===== src/rtl/core/rthsv_pkg.sv =====
package rthsv_pkg;

    localparam int CHANNEL_BITS = 8;
    localparam int HUE_BITS     = 12;

    // hue divisor is 6*delta, which needs three bits above a channel
    localparam int HDIV_BITS = CHANNEL_BITS + 3;

    // one restoring division step per cell, the longer quotient sets the row length
    localparam int CHAIN_LEN = (HUE_BITS > CHANNEL_BITS) ? HUE_BITS : CHANNEL_BITS;

    typedef struct packed {
        logic [CHANNEL_BITS-1:0] red;
        logic [CHANNEL_BITS-1:0] green;
        logic [CHANNEL_BITS-1:0] blue;
    } t_rgb;

    typedef struct packed {
        logic [HUE_BITS-1:0]     hue;
        logic [CHANNEL_BITS-1:0] saturation;
        logic [CHANNEL_BITS-1:0] value;
    } t_hsv;

    // operands handed from the front stage to the divider row
    typedef struct packed {
        logic [HDIV_BITS-1:0]    hue_num;
        logic [HDIV_BITS-1:0]    hue_div;
        logic [CHANNEL_BITS-1:0] sat_hi;
        logic [CHANNEL_BITS-1:0] sat_lo;
        logic [CHANNEL_BITS-1:0] sat_div;
        logic                    gray;
        logic                    black;
        logic [CHANNEL_BITS-1:0] value;
    } t_front;

endpackage


===== src/rtl/core/rthsv_front.sv =====
module rthsv_front
    import rthsv_pkg::*;
(
    input  logic   i_clk,
    input  t_rgb   i_pixel,
    output t_front o_front
);

    logic [CHANNEL_BITS-1:0]   mx;
    logic [CHANNEL_BITS-1:0]   mn;
    logic [CHANNEL_BITS-1:0]   delta;
    logic [HDIV_BITS-1:0]      d_ext;
    logic [HDIV_BITS-1:0]      six;
    logic [HDIV_BITS-1:0]      r_ext;
    logic [HDIV_BITS-1:0]      g_ext;
    logic [HDIV_BITS-1:0]      b_ext;
    logic [HDIV_BITS-1:0]      num;
    logic [2*CHANNEL_BITS-1:0] sat_n;
    t_front                    n_front;
    t_front                    r_front;

    always_comb begin
        mx = i_pixel.red;
        mn = i_pixel.red;
        if (i_pixel.green > mx) mx = i_pixel.green;
        if (i_pixel.blue  > mx) mx = i_pixel.blue;
        if (i_pixel.green < mn) mn = i_pixel.green;
        if (i_pixel.blue  < mn) mn = i_pixel.blue;
        delta = mx - mn;

        d_ext = HDIV_BITS'(delta);
        r_ext = HDIV_BITS'(i_pixel.red);
        g_ext = HDIV_BITS'(i_pixel.green);
        b_ext = HDIV_BITS'(i_pixel.blue);
        six   = (d_ext << 2) + (d_ext << 1);

        // sector offset, red wins ties, then green; sums are never negative
        priority if (mx == i_pixel.red) begin
            num = (g_ext >= b_ext) ? (g_ext - b_ext) : (six - (b_ext - g_ext));
        end else if (mx == i_pixel.green) begin
            num = (d_ext << 1) + b_ext - r_ext;
        end else begin
            num = (d_ext << 2) + r_ext - g_ext;
        end

        // (2^n - 1) * delta
        sat_n = ((2*CHANNEL_BITS)'(delta) << CHANNEL_BITS) - (2*CHANNEL_BITS)'(delta);

        n_front.hue_num = num;
        n_front.hue_div = six;
        n_front.sat_hi  = sat_n[2*CHANNEL_BITS-1:CHANNEL_BITS];
        n_front.sat_lo  = sat_n[CHANNEL_BITS-1:0];
        n_front.sat_div = mx;
        n_front.gray    = (delta == '0);
        n_front.black   = (mx == '0);
        n_front.value   = mx;
    end

    always_ff @(posedge i_clk) begin
        r_front <= n_front;
    end

    assign o_front = r_front;

endmodule


===== src/rtl/core/rthsv_div_cell.sv =====
module rthsv_div_cell #(
    parameter int DIV_W   = 8,
    parameter int LOW_W   = 8,
    parameter int QUO_W   = 8,
    parameter bit STEP_EN = 1'b1
) (
    input  logic             i_clk,
    input  logic [DIV_W-1:0] i_rem,
    input  logic [DIV_W-1:0] i_div,
    input  logic [LOW_W-1:0] i_low,
    input  logic [QUO_W-1:0] i_quo,
    output logic [DIV_W-1:0] o_rem,
    output logic [DIV_W-1:0] o_div,
    output logic [LOW_W-1:0] o_low,
    output logic [QUO_W-1:0] o_quo
);

    logic [DIV_W:0]   trial;
    logic [DIV_W:0]   diff;
    logic             ge;
    logic [DIV_W-1:0] n_rem;
    logic [LOW_W-1:0] n_low;
    logic [QUO_W-1:0] n_quo;
    logic [DIV_W-1:0] r_rem;
    logic [DIV_W-1:0] r_div;
    logic [LOW_W-1:0] r_low;
    logic [QUO_W-1:0] r_quo;

    always_comb begin
        // shift in the next dividend bit, subtract when it fits
        trial = {i_rem, i_low[LOW_W-1]};
        diff  = trial - {1'b0, i_div};
        ge    = (trial >= {1'b0, i_div});
        if (STEP_EN) begin
            n_rem = ge ? diff[DIV_W-1:0] : trial[DIV_W-1:0];
            n_low = i_low << 1;
            n_quo = {i_quo[QUO_W-2:0], ge};
        end else begin
            n_rem = i_rem;
            n_low = i_low;
            n_quo = i_quo;
        end
    end

    always_ff @(posedge i_clk) begin
        r_rem <= n_rem;
        r_div <= i_div;
        r_low <= n_low;
        r_quo <= n_quo;
    end

    assign o_rem = r_rem;
    assign o_div = r_div;
    assign o_low = r_low;
    assign o_quo = r_quo;

endmodule


===== src/rtl/core/rgb_to_hsv_pixel_converter.sv =====
// rgb to hsv pixel converter
//
// input channel: one rgb pixel on i_pixel, taken at a rising edge where start
// is high and busy is low; busy stays low, so an item may enter every cycle
// output channel: o_result holds hue, saturation and value for exactly one
// cycle while o_strobe is high; the receiver cannot stall and need not
// one front stage for max, min, sector and operands feeds a restoring divider
// row with one cell per quotient bit
// throughput: one item per cycle, set by the row of division cells where
// every cell works on a different item in each cycle
// results leave in the order their items were taken
// reset clears the valid pipe only, so no strobe comes from items that were
// in flight; there is no other state between items
module rgb_to_hsv_pixel_converter
    import rthsv_pkg::*;
(
    input  logic i_clk,
    input  logic i_rst_n,
    input  logic start,
    output logic busy,
    input  t_rgb i_pixel,
    output logic o_strobe,
    output t_hsv o_result
);

    localparam int LAT = CHAIN_LEN + 1;

    t_front front;

    // row taps, index 0 feeds the first cell
    logic [HDIV_BITS-1:0]    w_hrem [0:CHAIN_LEN];
    logic [HDIV_BITS-1:0]    w_hdiv [0:CHAIN_LEN];
    logic                    w_hlow [0:CHAIN_LEN];
    logic [HUE_BITS-1:0]     w_hquo [0:CHAIN_LEN];
    logic [CHANNEL_BITS-1:0] w_srem [0:CHAIN_LEN];
    logic [CHANNEL_BITS-1:0] w_sdiv [0:CHAIN_LEN];
    logic [CHANNEL_BITS-1:0] w_slow [0:CHAIN_LEN];
    logic [CHANNEL_BITS-1:0] w_squo [0:CHAIN_LEN];

    // valid bits: bit 0 is the front stage, bit i+1 the output of cell i
    logic [CHAIN_LEN:0]      r_vld;
    logic [CHAIN_LEN:0]      n_vld;
    // gray/black flags and value ride next to the cells
    logic                    r_gray  [1:CHAIN_LEN];
    logic                    r_black [1:CHAIN_LEN];
    logic [CHANNEL_BITS-1:0] r_value [1:CHAIN_LEN];

    assign busy = 1'b0;

    rthsv_front u_front (
        .i_clk   (i_clk),
        .i_pixel (i_pixel),
        .o_front (front)
    );

    assign w_hrem[0] = front.hue_num;
    assign w_hdiv[0] = front.hue_div;
    assign w_hlow[0] = 1'b0;
    assign w_hquo[0] = '0;
    assign w_srem[0] = front.sat_hi;
    assign w_sdiv[0] = front.sat_div;
    assign w_slow[0] = front.sat_lo;
    assign w_squo[0] = '0;

    for (genvar gi = 0; gi < CHAIN_LEN; gi++) begin : g_row
        // hue: remainder starts below the divisor, zeros shift in
        rthsv_div_cell #(
            .DIV_W   (HDIV_BITS),
            .LOW_W   (1),
            .QUO_W   (HUE_BITS),
            .STEP_EN (gi < HUE_BITS)
        ) u_hue_cell (
            .i_clk (i_clk),
            .i_rem (w_hrem[gi]),
            .i_div (w_hdiv[gi]),
            .i_low (w_hlow[gi]),
            .i_quo (w_hquo[gi]),
            .o_rem (w_hrem[gi+1]),
            .o_div (w_hdiv[gi+1]),
            .o_low (w_hlow[gi+1]),
            .o_quo (w_hquo[gi+1])
        );

        // saturation: upper half of the product is below max, lower half shifts in
        rthsv_div_cell #(
            .DIV_W   (CHANNEL_BITS),
            .LOW_W   (CHANNEL_BITS),
            .QUO_W   (CHANNEL_BITS),
            .STEP_EN (gi < CHANNEL_BITS)
        ) u_sat_cell (
            .i_clk (i_clk),
            .i_rem (w_srem[gi]),
            .i_div (w_sdiv[gi]),
            .i_low (w_slow[gi]),
            .i_quo (w_squo[gi]),
            .o_rem (w_srem[gi+1]),
            .o_div (w_sdiv[gi+1]),
            .o_low (w_slow[gi+1]),
            .o_quo (w_squo[gi+1])
        );
    end

    always_comb begin
        n_vld = {r_vld[CHAIN_LEN-1:0], start & ~busy};
    end

    always_ff @(posedge i_clk) begin
        if (!i_rst_n) begin
            r_vld <= '0;
        end else begin
            r_vld <= n_vld;
        end
    end

    always_ff @(posedge i_clk) begin
        r_gray[1]  <= front.gray;
        r_black[1] <= front.black;
        r_value[1] <= front.value;
        for (int i = 2; i <= CHAIN_LEN; i++) begin
            r_gray[i]  <= r_gray[i-1];
            r_black[i] <= r_black[i-1];
            r_value[i] <= r_value[i-1];
        end
    end

    // gray pixels divide by zero in the hue row, black ones in the
    // saturation row; both quotients are forced to zero there
    assign o_strobe            = r_vld[CHAIN_LEN];
    assign o_result.hue        = r_gray[CHAIN_LEN]  ? '0 : w_hquo[CHAIN_LEN];
    assign o_result.saturation = r_black[CHAIN_LEN] ? '0 : w_squo[CHAIN_LEN];
    assign o_result.value      = r_value[CHAIN_LEN];

`ifndef SYNTHESIS
    // every strobe goes back to an item that was taken on the input
    a_strobe_has_item : assert property (@(posedge i_clk) disable iff (!i_rst_n)
        o_strobe |-> $past(start && !busy, LAT))
        else $error("result strobe without a matching item");

    // a black pixel has neither hue nor saturation
    a_black_result : assert property (@(posedge i_clk) disable iff (!i_rst_n)
        (o_strobe && o_result.value == '0) |->
            (o_result.hue == '0 && o_result.saturation == '0))
        else $error("black pixel with nonzero hue or saturation");

    // a gray item comes out with zero hue and saturation and its own level
    a_gray_item : assert property (@(posedge i_clk) disable iff (!i_rst_n)
        (start && !busy && i_pixel.red == i_pixel.green &&
            i_pixel.green == i_pixel.blue) |-> ##LAT
        (o_strobe && o_result.hue == '0 && o_result.saturation == '0 &&
            o_result.value == $past(i_pixel.red, LAT)))
        else $error("gray item converted wrongly");
`endif

endmodule


===== config.mk =====
export PLATFORM = sky130hd
export DESIGN_NAME = rgb_to_hsv_pixel_converter
export DESIGN_NICKNAME = d
export VERILOG_FILES = /design/src/rtl/core/rthsv_pkg.sv /design/src/rtl/core/rthsv_front.sv /design/src/rtl/core/rthsv_div_cell.sv /design/src/rtl/core/rgb_to_hsv_pixel_converter.sv
export SDC_FILE = /design/constraint.sdc
export NUM_CORES = 1
export LEC_CHECK = 0
export BUFFER_PORTS_ARGS = -buffer_cell sky130_fd_sc_hd__buf_2
export CORE_UTILIZATION = 57
export CTS_BUF_LIST = sky130_fd_sc_hd__clkbuf_4
export CTS_CLUSTER_DIAMETER = 40
export CTS_CLUSTER_SIZE = 28
export DETAILED_ROUTE_END_ITERATION = 6
export PLACE_DENSITY = 0.73
export SLEW_MARGIN = 20
export SYNTH_ARGS = -nofsm -noshare
export SYNTH_HDL_FRONTEND = slang
export SYNTH_SLANG_ARGS = --single-unit

===== constraint.sdc =====
create_clock -name i_clk -period 14.43 [get_ports i_clk]
set_input_delay 1.443 -clock i_clk [delete_from_list [all_inputs] [get_ports i_clk]]
set_output_delay 1.443 -clock i_clk [all_outputs]
set_load 0.01 [all_outputs]

Yosys cells after proc, flatten, opt, wreduce, memory -nomap -nowiden
Memories as Yosys holds them, arrays and structs flattened.
Cells that the tools add are included.
Widths: inputs -> output; s select.
{ "op_classes": {"n_eq_ne": 2, "shifts": 0, "n_bitwise": 0, "n_mul": 0, "muxes": 27, "n_addsub": 28, "order_cmp": 25, "n_reduce_logical": 2, "div_mod_pow": 0} }
{ "op_table": {"columns": ["operator", "n"], "rows": [
  ["$mux 11", 14],
  ["$ge 12x11->1", 12],
  ["$sub 11x11->11", 12],
  ["$mux 8", 12],
  ["$ge 9x8->1", 8],
  ["$sub 8x8->8", 8],
  ["$sub 11x8->11", 2],
  ["$sub 8x8->9", 2],
  ["$eq 8x8->1", 2],
  ["$gt 8x8->1", 2],
  ["$logic_not 8->1", 2],
  ["$lt 8x8->1", 2],
  ["$sub 16x8->16", 1],
  ["$mux 12", 1],
  ["$add 10x8->11", 1],
  ["$add 10x9->11", 1],
  ["$add 9x8->10", 1],
  ["$ge 8x8->1", 1]
]} }
{ "word_totals": {"regBits": 589, "mem_bits_rw": 120, "out_inout_bits": 30, "memories": 3, "word_cells": 173, "romBits": 0, "latch_bits": 0, "inputBits": 27} }
{ "memory_table": {"columns": ["name", "words", "width", "read_ports", "rd_ports_with_merged_regs", "wr", "line_no", "source"], "rows": [
  ["r_value", 12, 8, 12, 0, 12, "rgb_to_hsv_pixel_converter.sv:46", "logic [CHANNEL_BITS-1:0] r_value [1:CHAIN_LEN];"],
  ["r_black", 12, 1, 12, 0, 12, "rgb_to_hsv_pixel_converter.sv:45", "logic r_black [1:CHAIN_LEN];"],
  ["r_gray", 12, 1, 12, 0, 12, "rgb_to_hsv_pixel_converter.sv:44", "logic r_gray [1:CHAIN_LEN];"]
]} }

Depth between registers and ports, before layout
{ "logic_depth": {"ltp_word": 9, "ltp_mapped": 41, "depth_no_buf": 39} }

Hierarchy
From an unflattened synthesis, not the netlist that was laid out.
{ "hier_totals": {"hier_cells": 3599, "hier_area_um2": 38320.5} }
{ "modules_own_cells": {"columns": ["mod", "area_each_um2", "cells_per_inst", "seq_area_each_um2", "n_inst"], "rows": [
  ["rthsv_div_cell at g_row[0].u_hue_cell ...", 1446.4, 146, 680.7, 12],
  ["rthsv_front", 6103.4, 739, 900.9, 1],
  ["rthsv_div_cell at g_row[0].u_sat_cell ...", 1171.1, 99, 620.6, 3],
  ["rthsv_div_cell at g_row[2].u_sat_cell ...", 1152.4, 102, 620.6, 3],
  ["rgb_to_hsv_pixel_converter", 2996.6, 178, 2662.6, 1],
  ["rthsv_div_cell at g_row[10].u_sat_cell ...", 640.6, 32, 640.6, 4],
  ["rthsv_div_cell at g_row[1].u_sat_cell", 1168.6, 101, 620.6, 1],
  ["rthsv_div_cell at g_row[5].u_sat_cell", 1162.4, 98, 620.6, 1]
]} }

Least setup slack after synthesis
No wires, ideal clock.
{ "synth_path": {"path_kind": "input to register", "start": "input port i_pixel[9] in the netlist's numbering", "end": "register u_front.r_front (netlist bit u_front.o_front[55])", "t_required_ps": 14354, "setup_slack_ps": 5553, "cell_stages": 35, "arrival_ps": 8801, "cell_sequence": "inv_1 -> ha_1 -> nand4_1 -> nor2b_1 -> a21boi_2 -> nor2_2 -> buf_4 -> o21ai_0 -> ha_1 -> or2_2 -> a2111o_1 -> o2111a_1 -> a211oi_2 -> a21o_1 -> buf_6 -> nor2_1 -> a21oi_1 -> inv_1 -> ha_1 -> fa_1 -> xnor2_1 -> inv_1 -> ha_1 -> a21oi_1 -> inv_1 -> a32oi_1 -> o221ai_1 -> a21oi_1 -> xnor2_1 -> ha_1 -> nor3b_1 -> nand3_1 -> a311oi_1 -> nor3b_1 -> o22ai_1"} }
{ "synth_rtl": {"columns": ["item", "line_no", "source"], "rows": [
  ["start, declared", "rgb_to_hsv_pixel_converter.sv:21", "input t_rgb i_pixel,"],
  ["end signal, assigned", "rthsv_front.sv:60", "r_front <= n_front;"],
  ["end, declared", "rthsv_front.sv:20", "t_front r_front;"]
]} }

==> results.yml <==
worst_setup_path:
  crit_arrival_ps: 10920
  cp_slowest_stage_delay_ps: 850
  crit_top_cell: "ha_1"
  critPathSlowestCell: "xnor2_1"
  cp-end-kind: "register"
  r2r-end: "g_row[6].u_hue_cell.o_rem[5]$_DFF_P_"
  crit_required_ps: 15230
  worstSetupPathType: "in2reg"
  reg2reg_setup_slack_ps: 10660
  rr_worst_depth: 16
  cp.buffers_inverters: 4
  crit_path_max_fanout: 13
  critPathTopFamily: "compound AO/OA/AOI/OAI gates"
  start_kind: "input port"
  worstReg2RegStart: "g_row[5].u_hue_cell.o_div[2]$_DFF_P_"
hold_path:
  hold_path.class: "reg2reg"
  hold-path-cell-count: 0
  min_from: "g_row[7].u_sat_cell.o_quo[0]$_DFF_P_"
  hold_path_end: "g_row[8].u_sat_cell.o_quo[0]$_DFF_P_"
cells_and_area:
  nNetsFinal: 3107
  n_fill_cell: 3798
  syn2layout_area_growth_pct: 7.27
  drive_above_1_share_pct: 7.63
logic_synthesis:
  synth_top_area_share_pct: 46.8
  synth_common_cells: "dfxtp_1 (615), inv_1 (362), ha_1 (278)"
  yosys_warnings: 0
  synth_area_per_cell_um2: 9.74
  synth-edff-count: 0
  synthMuxAreaShare_pct: 1.38
  synth_top_family_by_area: "adder cells"
  synth_xor_area_share_pct: 5.49
  synth_seq_cells: 615
  synth_compound_area_share_pct: 13.5
  yosys.cell_count.top_type: "dfxtp_1"
  ys_async_sr_fraction_pct: 0
  synthAdderAreaFrac_pct: 15.8
  yosysSeqAreaShare_pct: 46.8
  synth-main-ff-cell: "dfxtp_1"
  synth.area.top_cells: "dfxtp_1 (47%), ha_1 (13%), inv_1 (5.2%), xnor2_1 (4.0%), o21ai_0 (3.5%)"
  synthSimpleGateAreaFrac_pct: 11.0
  postSynthCellCount: 2703
  syn_nets: 3040
  synth.distinct_cells: 78
  syn_area_mm2: 0.0263
  synth_top_cell_by_area: "dfxtp_1"
global_route:
  antenna_found_initial: 2
  grt_usage_pct: 21.9
  first_global_vias: 18200
  grt_max_degree: 25
  grt_pass1_wl_um: 84000
  grt_overflow: 0
cts:
  cts_resized: 0
  clk_pin_slew_ps: 190
  cts_setup_buffers: 0
  numCtsBuffers: 58
  htree_levels: 2
  postCtsHoldBufs: 0
  cts_tree: "yes"
  numClockSinks: 615
  insertion_delay_ps: 860
  clockBufferDepth: 3
  root_buffer: "clkbuf_4"
sta:
  fin_skew_ps: 51.4
  rsz0062_at_grt: "false"
  drv_slew: 0
  slew_headroom_pct: 27.6
  fmax_ghz: 0.0988
  timing.final.crit_share_pct: 70.2
  finalHoldViolCount: 0
  period_needed_ps: 10120
  worst-slew-pin-transition_ps: 1060
  finalSetupTns_ps: 0
  final-setup-viol-count: 0
placement:
  hpwl_um: 40100
  place_congestion: 0.937
  io_buffers: 55
routing:
  antenna_left: 0
  drc_errors: 0
  drtPass1Iterations: 5
  postRouteWirelength_um: 50800
  first_iter_violations: 727
  via_per_inst: 5.26
  num_vias: 18000
  post_drt_wl_per_cell_um: 14.9
floorplanning:
  fp.dieH_um: 217
  core_area_mm2: 0.0455
  dieArea_mm2: 0.0471
  placement_rows: 78
  io_pins: 57
  start_util_pct: 57.9
  die_w_um: 217
job:
  drv_cap: 0
run_status:
  status: "finished, final reports clean"
-- per-layer routing --
metal | vias to the layer above | part of all wire [%] | GRT usage [%]
li1 | 9178 | - | -
met1 | 8364 | 41 | 23.1
met2 | 322 | 52 | 42.4
met3 | 122 | 3.6 | 3.48
met4 | 0 | 3.5 | 9.53
met5 | - | 0 | 0
-- how the worst max path moves through the flow --
| stage | start | end | slack (ps) | cells past startpoint |
|---|---|---|---|---|
| final | i_pixel[12] | u_front.o_front[55]$_DFF_P_ | 4310 | 35 |
| after floorplan | i_pixel[9] | u_front.o_front[55]$_DFF_P_ | 5550 | 35 |
| after global placement | i_pixel[12] | u_front.o_front[55]$_DFF_P_ | 3930 | 34 |
| after CTS | i_pixel[12] | u_front.o_front[55]$_DFF_P_ | 4580 | 34 |
| after detailed placement | i_pixel[12] | u_front.o_front[55]$_DFF_P_ | 3600 | 34 |
| after global routing | i_pixel[12] | u_front.o_front[55]$_DFF_P_ | 3720 | 34 |
-- state kept, by name, summed over array words and instances, names as in the netlist --
name / flops
g_row.u_sat_cell.o_quo: 68
g_row.u_sat_cell.o_div: 49
r_black: 12
r_value: 47
g_row.u_hue_cell.o_rem: 110
r_gray: 12
g_row.u_hue_cell.o_div: 99
r_vld: 13
g_row.u_sat_cell.o_low: 26
g_row.u_sat_cell.o_rem: 56
u_front.o_front: 45
g_row.u_hue_cell.o_quo: 78
-- layout make-up --
| type | count | area (µm²) | share of cell area (%) |
|---|---|---|---|
| Antenna cell | 3 | 7.51 | 0.0266 |
| Clock buffer | 59 | 443 | 1.57 |
| Clock inverter | 49 | 628 | 2.22 |
| Inverter | 364 | 1370 | 4.84 |
| Multi-Input combinational cell | 1671 | 12400 | 44.0 |
| Sequential cell | 615 | 12300 | 43.6 |
| Tap cell | 600 | 751 | 2.66 |
| Timing Repair Buffer | 60 | 313 | 1.11 |
-- stage by stage --
step	hold slack (ps)	std cells	worst slack (ps)	instance area, µm²	utilization (%)
6_report	310	3421	4310	28200	62.1
5_1_grt	286	3421	3720	28200	62.1
4_1_cts	307	3418	4580	28200	62.1
3_5_place_dp	312	3310	3600	27200	59.7
3_3_place_gp	310	3310	3930	27200	59.7
2_1_floorplan	310	2703	5550	26300	-
-- logic make-up after synthesis --
kind of cell,Yosys count
AO/OA/AOI/OAI,574
multiplexers,34
adder cells (fa/ha/maj),313
AND/OR/NAND/NOR,584
XOR/XNOR,165
flip-flops,615
buffers and inverters,417
other,1
-- layout by cell type, fill, tap and decap left out, types with 5 or more instances in the layout --
cell      netlist  final
dfxtp_1       615    615
inv_1         362    362
ha_1          278    278
o21ai_0       186    186
a21oi_1       177    177
nand2_1       167    167
nor2_1        137    137
xnor2_1       121    121
nor2b_1        65     64
a21o_1         60     60
clkbuf_4        0     59
buf_2           5     55
and2_1         47     47
nand2b_1       45     45
xor2_1         44     44
nand4_1        39     39
fa_1           32     32
o31ai_1        29     29
nand3_1        24     24
o21bai_1       22     22
mux2_2         19     19
a211oi_1       18     18
or4_1          16     16
mux2i_1        15     15
a221oi_1       13     13
nor3_1         13     13
clkinv_8        0     13
o211a_1         9      9
o211ai_1        9      9
inv_8           0      9
inv_6           0      8
inv_12          0      7
o21a_1          5      5
or3_1           5      5
buf_4          10      5
Power is left out: the tool's default activity adds up to more than one toggle a clock period on the data nets, which glitch-free logic cannot reach.
